--- config.mk ---
export PLATFORM = sky130hd
export DESIGN_NAME = typed_packet_receiver_xor
export DESIGN_NICKNAME = d
export VERILOG_FILES = /design/src/design/tprx_pkg.sv /design/src/design/typed_packet_receiver_xor.sv
export SDC_FILE = /design/constraint.sdc
export NUM_CORES = 2
export LEC_CHECK = 0
export BUFFER_PORTS_ARGS = -buffer_cell sky130_fd_sc_hd__buf_2
export CORE_ASPECT_RATIO = 1.2
export CORE_MARGIN = 4
export CORE_UTILIZATION = 56
export CTS_CLUSTER_SIZE = 12
export DETAILED_ROUTE_END_ITERATION = 10
export PLACE_DENSITY = 0.74
export SYNTH_ARGS = -nofsm -noshare
export SYNTH_HDL_FRONTEND = slang
export SYNTH_SLANG_ARGS = --single-unit
--- constraint.sdc ---
create_clock -name i_clk -period 5.4 [get_ports i_clk]
set_clock_uncertainty 0.2 [all_clocks]
set_input_delay 0.27 -clock i_clk [delete_from_list [all_inputs] [get_ports i_clk]]
set_output_delay 0.27 -clock i_clk [all_outputs]
set_load 0.02 [all_outputs]
--- src/design/tprx_pkg.sv ---
// ----------------------------------------------------------------------------
// tprx_pkg
// Shared constants and codes for the typed packet receiver with XOR checksum.
// ----------------------------------------------------------------------------
package tprx_pkg;

    localparam int MAX_PAYLOAD = 64;
    localparam int TYPE_COUNT  = 256;

    localparam int PAY_AW  = (MAX_PAYLOAD > 1) ? $clog2(MAX_PAYLOAD) : 1;
    localparam int LEN_W   = $clog2(MAX_PAYLOAD + 1);
    localparam int TYPE_AW = (TYPE_COUNT > 1) ? $clog2(TYPE_COUNT) : 1;

    localparam logic [15:0] WINDOW_MAX = 16'hFFFF;

    localparam int CFG_IDX_W  = 1;
    localparam int CFG_DATA_W = 8;
    localparam logic [CFG_IDX_W-1:0] CFG_HDR_FIRST  = 1'd0;
    localparam logic [CFG_IDX_W-1:0] CFG_HDR_SECOND = 1'd1;

    localparam logic [7:0] HDR_FIRST_RST  = 8'd170;
    localparam logic [7:0] HDR_SECOND_RST = 8'd85;

    localparam logic [1:0] FUNC_BYTE   = 2'd0;
    localparam logic [1:0] FUNC_SETLEN = 2'd1;
    localparam logic [1:0] FUNC_REPORT = 2'd2;

    localparam logic KIND_PAYLOAD = 1'b0;
    localparam logic KIND_REPORT  = 1'b1;

endpackage

--- src/design/typed_packet_receiver_xor.sv ---
// ----------------------------------------------------------------------------
// typed_packet_receiver_xor
// Frame parser: two header bytes, type, table-sized payload, XOR checksum.
// ----------------------------------------------------------------------------
// Input channel (i_valid / o_stall): one item per transfer. func 0 feeds a
// received byte, func 1 programs the payload length of a type, func 2 reports
// the reject counts and clears the window count.
// Output channel (o_valid / i_stall): payload bytes of a good frame (last one
// flagged) or a single counter report.
// A plain byte is taken without stalling the input. A type byte holds the
// input while the length table is read. A report waits in the report state
// while the output is stalled, then loads the output register. A good
// checksum byte drains the payload memory byte by byte (memory read, then
// output register load), during which o_stall stays high.
// Reset clears the parser, the counts and all length table valid bits;
// header values return to 0xAA and 0x55. While i_stall is high the output
// register holds its transfer and the block waits before loading the next.
// ----------------------------------------------------------------------------
module typed_packet_receiver_xor (
    input  logic                              i_clk,
    input  logic                              i_rst_n,
    input  logic                              i_cfg_we,
    input  logic [tprx_pkg::CFG_IDX_W-1:0]    i_cfg_idx,
    input  logic [tprx_pkg::CFG_DATA_W-1:0]   i_cfg_wdata,
    input  logic                              i_valid,
    output logic                              o_stall,
    input  logic [1:0]                        i_func,
    input  logic [7:0]                        i_data_byte,
    input  logic [7:0]                        i_type_code,
    input  logic [7:0]                        i_payload_length,
    output logic                              o_valid,
    input  logic                              i_stall,
    output logic                              o_kind,
    output logic [7:0]                        o_frame_type,
    output logic [7:0]                        o_payload_byte,
    output logic [5:0]                        o_byte_index,
    output logic                              o_last,
    output logic [31:0]                       o_bad_total,
    output logic [15:0]                       o_bad_window
);

    localparam int PAY_AW  = tprx_pkg::PAY_AW;
    localparam int LEN_W   = tprx_pkg::LEN_W;
    localparam int TYPE_AW = tprx_pkg::TYPE_AW;

    localparam logic [2:0] ST_IDLE    = 3'd0;
    localparam logic [2:0] ST_LOOKUP  = 3'd1;
    localparam logic [2:0] ST_REPORT  = 3'd2;
    localparam logic [2:0] ST_EMIT_RD = 3'd3;
    localparam logic [2:0] ST_EMIT_WR = 3'd4;

    localparam logic [2:0] PH_HDR1 = 3'd0;
    localparam logic [2:0] PH_HDR2 = 3'd1;
    localparam logic [2:0] PH_TYPE = 3'd2;
    localparam logic [2:0] PH_DATA = 3'd3;
    localparam logic [2:0] PH_CHK  = 3'd4;

    logic [7:0]        r_hdr1, r_hdr2;
    logic [2:0]        r_state, n_state;
    logic [2:0]        r_phase, n_phase;
    logic [7:0]        r_cur_type, n_cur_type;
    logic [LEN_W-1:0]  r_exp_len, n_exp_len;
    logic [LEN_W-1:0]  r_fill, n_fill;
    logic [7:0]        r_xor, n_xor;
    logic [LEN_W-1:0]  r_emit_idx, n_emit_idx;
    logic [31:0]       r_total, n_total;
    logic [15:0]       r_window, n_window;

    logic [7:0]        r_pay_mem [tprx_pkg::MAX_PAYLOAD];
    logic [7:0]        r_pay_rd;
    logic [LEN_W-1:0]  r_lt_mem [tprx_pkg::TYPE_COUNT];
    logic [LEN_W-1:0]  r_lt_rd;
    logic [tprx_pkg::TYPE_COUNT-1:0] r_lt_vld;
    logic              r_lt_rd_vld;

    logic              r_ov;
    logic              r_o_kind, r_o_last;
    logic [7:0]        r_o_type, r_o_byte;
    logic [5:0]        r_o_idx;
    logic [31:0]       r_o_total;
    logic [15:0]       r_o_window;

    logic              w_in_acc, w_out_free, w_reject;
    logic              w_pay_we, w_pay_re, w_lt_we, w_lt_re;
    logic [TYPE_AW-1:0] w_lt_addr;
    logic [LEN_W-1:0]  w_lt_wdata, w_len, w_fill_inc;
    logic              w_set_range, w_type_range, w_len_ok, w_emit_last;
    logic              w_load_rep, w_load_pay;

    assign o_stall    = (r_state != ST_IDLE);
    assign w_in_acc   = i_valid && !o_stall;
    assign w_out_free = !r_ov || !i_stall;

    assign w_set_range  = ({1'b0, i_type_code} < 9'(tprx_pkg::TYPE_COUNT));
    assign w_type_range = ({1'b0, i_data_byte} < 9'(tprx_pkg::TYPE_COUNT));
    assign w_len_ok     = (i_payload_length != 8'd0) &&
                          ({1'b0, i_payload_length} <= 9'(tprx_pkg::MAX_PAYLOAD));
    assign w_lt_wdata   = w_len_ok ? LEN_W'(i_payload_length) : '0;
    assign w_lt_addr    = (i_func == tprx_pkg::FUNC_SETLEN) ?
                          i_type_code[TYPE_AW-1:0] : i_data_byte[TYPE_AW-1:0];
    assign w_len        = r_lt_rd_vld ? r_lt_rd : '0;
    assign w_fill_inc   = r_fill + LEN_W'(1);
    assign w_emit_last  = ((r_emit_idx + LEN_W'(1)) == r_exp_len);

    always_comb begin
        n_state    = r_state;
        n_phase    = r_phase;
        n_cur_type = r_cur_type;
        n_exp_len  = r_exp_len;
        n_fill     = r_fill;
        n_xor      = r_xor;
        n_emit_idx = r_emit_idx;
        w_reject   = 1'b0;
        w_pay_we   = 1'b0;
        w_pay_re   = 1'b0;
        w_lt_we    = 1'b0;
        w_lt_re    = 1'b0;
        w_load_rep = 1'b0;
        w_load_pay = 1'b0;
        unique case (r_state)
            ST_IDLE: begin
                if (w_in_acc) begin
                    unique case (i_func)
                        tprx_pkg::FUNC_BYTE: begin
                            unique case (r_phase)
                                PH_HDR1: begin
                                    if (i_data_byte == r_hdr1) n_phase = PH_HDR2;
                                end
                                PH_HDR2: begin
                                    if (i_data_byte == r_hdr2) begin
                                        n_phase = PH_TYPE;
                                    end else if (i_data_byte != r_hdr1) begin
                                        n_phase = PH_HDR1;
                                    end
                                end
                                PH_TYPE: begin
                                    n_cur_type = i_data_byte;
                                    if (w_type_range) begin
                                        w_lt_re = 1'b1;
                                        n_state = ST_LOOKUP;
                                    end else begin
                                        w_reject = 1'b1;
                                        n_phase  = PH_HDR1;
                                    end
                                end
                                PH_DATA: begin
                                    w_pay_we = 1'b1;
                                    n_xor    = r_xor ^ i_data_byte;
                                    n_fill   = w_fill_inc;
                                    if (w_fill_inc >= r_exp_len) n_phase = PH_CHK;
                                end
                                PH_CHK: begin
                                    if (r_xor == i_data_byte) begin
                                        n_emit_idx = '0;
                                        n_state    = ST_EMIT_RD;
                                    end else begin
                                        w_reject = 1'b1;
                                    end
                                    n_phase = PH_HDR1;
                                end
                                default: n_phase = PH_HDR1;
                            endcase
                        end
                        tprx_pkg::FUNC_SETLEN: begin
                            w_lt_we = w_set_range;
                        end
                        tprx_pkg::FUNC_REPORT: begin
                            n_state = ST_REPORT;
                        end
                        default: ;
                    endcase
                end
            end
            ST_LOOKUP: begin
                if (w_len == '0) begin
                    w_reject = 1'b1;
                    n_phase  = PH_HDR1;
                end else begin
                    n_exp_len = w_len;
                    n_fill    = '0;
                    n_xor     = r_cur_type;
                    n_phase   = PH_DATA;
                end
                n_state = ST_IDLE;
            end
            ST_REPORT: begin
                if (w_out_free) begin
                    w_load_rep = 1'b1;
                    n_state    = ST_IDLE;
                end
            end
            ST_EMIT_RD: begin
                w_pay_re = 1'b1;
                n_state  = ST_EMIT_WR;
            end
            ST_EMIT_WR: begin
                if (w_out_free) begin
                    w_load_pay = 1'b1;
                    if (w_emit_last) begin
                        n_state = ST_IDLE;
                    end else begin
                        n_emit_idx = r_emit_idx + LEN_W'(1);
                        n_state    = ST_EMIT_RD;
                    end
                end
            end
            default: n_state = ST_IDLE;
        endcase
    end

    always_comb begin
        n_total  = r_total;
        n_window = r_window;
        if (w_reject) begin
            n_total = r_total + 32'd1;
            if (r_window != tprx_pkg::WINDOW_MAX) n_window = r_window + 16'd1;
        end else if (w_load_rep) begin
            n_window = '0;
        end
    end

    always_ff @(posedge i_clk) begin
        if (!i_rst_n) begin
            r_hdr1     <= tprx_pkg::HDR_FIRST_RST;
            r_hdr2     <= tprx_pkg::HDR_SECOND_RST;
            r_state    <= ST_IDLE;
            r_phase    <= PH_HDR1;
            r_cur_type <= '0;
            r_exp_len  <= '0;
            r_fill     <= '0;
            r_xor      <= '0;
            r_emit_idx <= '0;
            r_total    <= '0;
            r_window   <= '0;
            r_ov       <= 1'b0;
        end else begin
            if (i_cfg_we && i_cfg_idx == tprx_pkg::CFG_HDR_FIRST)  r_hdr1 <= i_cfg_wdata;
            if (i_cfg_we && i_cfg_idx == tprx_pkg::CFG_HDR_SECOND) r_hdr2 <= i_cfg_wdata;
            r_state    <= n_state;
            r_phase    <= n_phase;
            r_cur_type <= n_cur_type;
            r_exp_len  <= n_exp_len;
            r_fill     <= n_fill;
            r_xor      <= n_xor;
            r_emit_idx <= n_emit_idx;
            r_total    <= n_total;
            r_window   <= n_window;
            if (w_load_rep || w_load_pay) begin
                r_ov <= 1'b1;
            end else if (!i_stall) begin
                r_ov <= 1'b0;
            end
        end
    end

    // output register payload
    always_ff @(posedge i_clk) begin
        if (w_load_rep) begin
            r_o_kind   <= tprx_pkg::KIND_REPORT;
            r_o_type   <= '0;
            r_o_byte   <= '0;
            r_o_idx    <= '0;
            r_o_last   <= 1'b1;
            r_o_total  <= r_total;
            r_o_window <= r_window;
        end else if (w_load_pay) begin
            r_o_kind   <= tprx_pkg::KIND_PAYLOAD;
            r_o_type   <= r_cur_type;
            r_o_byte   <= r_pay_rd;
            r_o_idx    <= 6'(r_emit_idx);
            r_o_last   <= w_emit_last;
            r_o_total  <= '0;
            r_o_window <= '0;
        end
    end

    // payload memory
    always_ff @(posedge i_clk) begin
        if (w_pay_we) r_pay_mem[r_fill[PAY_AW-1:0]] <= i_data_byte;
        if (w_pay_re) r_pay_rd <= r_pay_mem[r_emit_idx[PAY_AW-1:0]];
    end

    // length table memory
    always_ff @(posedge i_clk) begin
        if (w_lt_we) r_lt_mem[w_lt_addr] <= w_lt_wdata;
        if (w_lt_re) r_lt_rd <= r_lt_mem[w_lt_addr];
    end

    always_ff @(posedge i_clk) begin
        if (!i_rst_n) begin
            r_lt_vld    <= '0;
            r_lt_rd_vld <= 1'b0;
        end else begin
            if (w_lt_we) r_lt_vld[w_lt_addr] <= 1'b1;
            if (w_lt_re) r_lt_rd_vld <= r_lt_vld[w_lt_addr];
        end
    end

    assign o_valid        = r_ov;
    assign o_kind         = r_o_kind;
    assign o_frame_type   = r_o_type;
    assign o_payload_byte = r_o_byte;
    assign o_byte_index   = r_o_idx;
    assign o_last         = r_o_last;
    assign o_bad_total    = r_o_total;
    assign o_bad_window   = r_o_window;

endmodule

==> results.rst <==
.. list-table::
   :header-rows: 1

   * - Metric
     - Value
   * - Result of the run
     - complete, no violations
   * - Sequential element share of the synthesized area
     - 0.755
   * - Peak supply drop
     - 0.412 mV
   * - I/O pin total
     - about 110
   * - Flip-flop and latch count after synthesis
     - 2756
   * - GR Overflow Total
     - 0
   * - Die Outline Area
     - 194000 sq um
   * - Routed length per placed instance
     - 30.7 um
   * - Final number of hold-violating endpoints
     - 0
   * - Leading area contributor after synthesis
     - sky130_fd_sc_hd__edfxtp_1
   * - Count of pins over their slew limit
     - 0
   * - Setup crit start
     - i_func[0]
   * - Post-DR vias/cell
     - 6.82
   * - Starting DRT DRC Count
     - 9522
   * - Total wire length
     - 285000 um
   * - Die height
     - 481 um
   * - Fraction of power spent switching nets
     - 0.215
   * - Number of buffers inserted by post-CTS setup repair
     - 0
   * - Wire length of the first global-routing pass
     - 417000 um
   * - Clock share of power
     - 0.415
   * - Crit path arrival time
     - 5.48 ns
   * - Insertion delay to the later sink of the worst-skew pair
     - 0.93 ns
   * - Total negative slack
     - 0 ns
   * - Die X-Extent
     - 402 um
   * - Max-Slew Margin vs Limit
     - 0.196
   * - Worst R2R Start
     - r_state[2]
   * - Placeable Area
     - between 150000 and 200000 sq um
   * - Average cell area after synthesis
     - 16.2 sq um
   * - Global placer's final weighted congestion
     - 0.954
   * - Fmax
     - a little over 200 MHz
   * - Largest buffer count on any clock path
     - 4
   * - Crit. End Element
     - flop
   * - Measured slew at the worst slew-check pin
     - around 1.2 ns
   * - Initial Util
     - 0.564
   * - Clock root buffer
     - sky130_fd_sc_hd__clkbuf_16
   * - Ranking of synthesized cells by area
     - sky130_fd_sc_hd__edfxtp_1 68%, sky130_fd_sc_hd__dfxtp_1 7.5%, sky130_fd_sc_hd__a22oi_1 6.5%
   * - Critical Path Source Type
     - input port
   * - Pin count of the biggest net entering global routing
     - 160
   * - Internal power of the cells
     - approximately 34000 uW
   * - TritonCTS clock tree
     - done
   * - Max-cap check violation count
     - 0
   * - Sequential cell fraction of total power
     - 0.536
   * - Cell Rows
     - 173
   * - Dpl cell area
     - between 100000 and 150000 sq um
   * - Final critical path time including I/O delays and setup
     - 4.90 ns
   * - Vias post-DR
     - 63300
   * - Crit Path Category
     - in -> reg
   * - Ratio of cells with drive above 1 in the final layout
     - 0.125
   * - Count of input and output buffers
     - 113
   * - Data required time of the critical path
     - 5.98 ns
   * - Top post-synthesis cells by count
     - 2367 x sky130_fd_sc_hd__edfxtp_1, 900 x sky130_fd_sc_hd__a22oi_1, 396 x sky130_fd_sc_hd__nor2_1
   * - H-tree depth reported by CTS
     - 5
   * - Power density of the placed cells
     - 367 nW/um^2
   * - Most frequently used flop master after synthesis
     - sky130_fd_sc_hd__edfxtp_1
   * - Overall Global Routing Usage
     - 0.290
   * - Count of clock tree sinks
     - roughly 2800
   * - Iteration count of the initial detailed-routing pass
     - 6
   * - Reported net switching power
     - around 9300 uW
   * - Worst slack on hold paths
     - 0.0717 ns
   * - Post-layout nets
     - 6691
   * - Core utilization of the finished layout
     - 0.632
   * - DP HPWL
     - between 150000 and 200000 um
   * - Largest driver fanout on the critical path
     - 87
   * - Relative contribution of combinational cells to total power
     - 0.049
   * - Nets in the synthesized netlist
     - 6501
   * - Distinct cells, synth
     - 72
   * - Most common cell in the netlist
     - sky130_fd_sc_hd__edfxtp_1
   * - Resize count post-CTS
     - 0
   * - Count of unresolved DRC violations after routing
     - 0
   * - Initial antenna violation count
     - 5
   * - Number of standard cells after synthesis
     - 6450
   * - Hold buffer count at CTS
     - 64
   * - Count of flip-flops with a built-in enable after synthesis
     - 2367
   * - Total standard cell area after synthesis
     - 104000 sq um
   * - Number of nets with antenna violations after routing
     - 0
   * - Signed area change from the synthesized netlist to the final layout
     - 12.1%
   * - Number of endpoints failing setup at the final stage
     - 0
   * - Top cell type's share of synthesized area
     - 0.680
   * - Unrepaired setup endpoints after global routing
     - false
   * - Portion of the clock cycle consumed by the worst path in the final layout
     - 0.907
   * - Clock-pin slew reported for the worst setup and hold paths after clock tree synthesis
     - ~0.060 ns
   * - Hold wc startpoint
     - i_data_byte[0]
   * - Path type of the worst min-delay path
     - in -> reg
   * - Static Leak
     - a little under 0.04 uW
   * - Final non-filler cell area
     - 117000 sq um
   * - Yosys Warn Count
     - 0
   * - Number of global-route vias before repair
     - 61900
   * - Number of CTS-inserted buffers
     - 287
   * - Async SR Flop Fraction
     - 0
-- worst paths after layout --
kind / endpoint / slack, ns / depth (start not counted)
min: r_pay_mem[36][0] / 0.07 / 2
max reg2reg: r_lt_mem[54][0] / 0.95 / 7
max: r_lt_rd_vld / 0.50 / 15
min reg2reg: r_lt_vld[254] / 0.26 / 1
-- power by group through the flow --
stage / combinational [uW] / clock, uW / sequential [uW]
after global routing: 2180 / 18900 / 23000
after global placement: 1980 / 0 / 23500
after detailed placement: 2010 / 0 / 23500
after floorplan: 1050 / 0 / 23500
final: 2120 / 17800 / 23000
after CTS: 2060 / 18000 / 23000
-- cells in the final DEF, fill, tap and decap left out, types with 44 or more instances in the layout --
master and count:
sky130_fd_sc_hd__edfxtp_1 2367, sky130_fd_sc_hd__a22oi_1 900, sky130_fd_sc_hd__nor2_1 394, sky130_fd_sc_hd__dfxtp_1 385
sky130_fd_sc_hd__nand3_1 311, sky130_fd_sc_hd__clkbuf_16 293, sky130_fd_sc_hd__o21a_1 262, sky130_fd_sc_hd__mux4_2 172
sky130_fd_sc_hd__buf_4 159, sky130_fd_sc_hd__clkbuf_1 150, sky130_fd_sc_hd__a21oi_1 135, sky130_fd_sc_hd__nand2_1 126
sky130_fd_sc_hd__and3_1 126, sky130_fd_sc_hd__buf_2 112, sky130_fd_sc_hd__a311oi_1 93, sky130_fd_sc_hd__a221oi_1 64
sky130_fd_sc_hd__a22o_1 62, sky130_fd_sc_hd__dlygate4sd3_1 62, sky130_fd_sc_hd__a31oi_1 56, sky130_fd_sc_hd__and2_1 47
sky130_fd_sc_hd__nor4_1 46, sky130_fd_sc_hd__o21ai_0 45, sky130_fd_sc_hd__o22ai_1 44
-- cells by family (layout without fill, tap and decap cells) --
| family | count (synthesis) | after routing | synth area share |
|---|---|---|---|
| compound gates | 1746 | 1746 | 0.123 |
| mux | 197 | 197 | 0.0398 |
| simple gates | 1172 | 1172 | 0.0542 |
| xor+xnor | 75 | 75 | 0.00642 |
| buf+inv | 493 | 871 | 0.0201 |
| fa+ha+maj | 11 | 11 | 0.00132 |
| flops | 2756 | 2756 | 0.755 |
| other cells | 0 | 3 | 0 |
-- state kept, by name, summed over array words and instances, names as in the netlist, 16 cells and up --
name,cells
r_lt_mem,1792
r_lt_vld,256
r_pay_mem,512
o_bad_total,32
o_bad_window,16
r_window,16
r_total,32
-- per-stage QoR --
step                total power, uW  setup slack (ns)  instances
finish                        43000             0.504       9281
global route                  44100             0.607       9279
CTS                           43000             0.743       9278
detailed placement            25500             0.738       8737
global placement              25500             0.831       8737
floorplan                     24600             0.418       6450
-- critical path, stage by stage --
cell and delay, ns:
sky130_fd_sc_hd__dlygate4sd3_1 0.56, sky130_fd_sc_hd__buf_2 0.17, sky130_fd_sc_hd__nor2b_4 0.44, sky130_fd_sc_hd__buf_4 0.37, sky130_fd_sc_hd__mux2i_4 0.13, sky130_fd_sc_hd__buf_12 0.19, sky130_fd_sc_hd__buf_12 0.23, sky130_fd_sc_hd__a22o_1 0.28
sky130_fd_sc_hd__a221oi_1 0.64, sky130_fd_sc_hd__o22ai_1 0.33, sky130_fd_sc_hd__o21ai_0 0.59, sky130_fd_sc_hd__a41oi_1 0.19, sky130_fd_sc_hd__or3_1 0.36, sky130_fd_sc_hd__o2bb2ai_1 0.12, sky130_fd_sc_hd__dlygate4sd3_1 0.54
-- cell type report --
class | instances | area [sq um]
diodes | 3 | 7.51
clock buffers | 453 | 8030
clock inverters | 24 | 159
fillers | 12600 | 68200
inverters | 17 | 63.8
multi-input cells | 3201 | 23700
flip-flops and latches | 2756 | 78900
well taps | 2450 | 3070
repair buffers | 377 | 3250
-- per-layer routing --
metal / global-route usage / vias up / share of wire
met5: 0 / - / 0
met4: 0.157 / 0 / 0.063
met3: 0.0663 / 847 / 0.11
met2: 0.465 / 4248 / 0.48
met1: 0.371 / 31800 / 0.35
li1: - / 26400 / -
(Power assumes the default switching activity.)
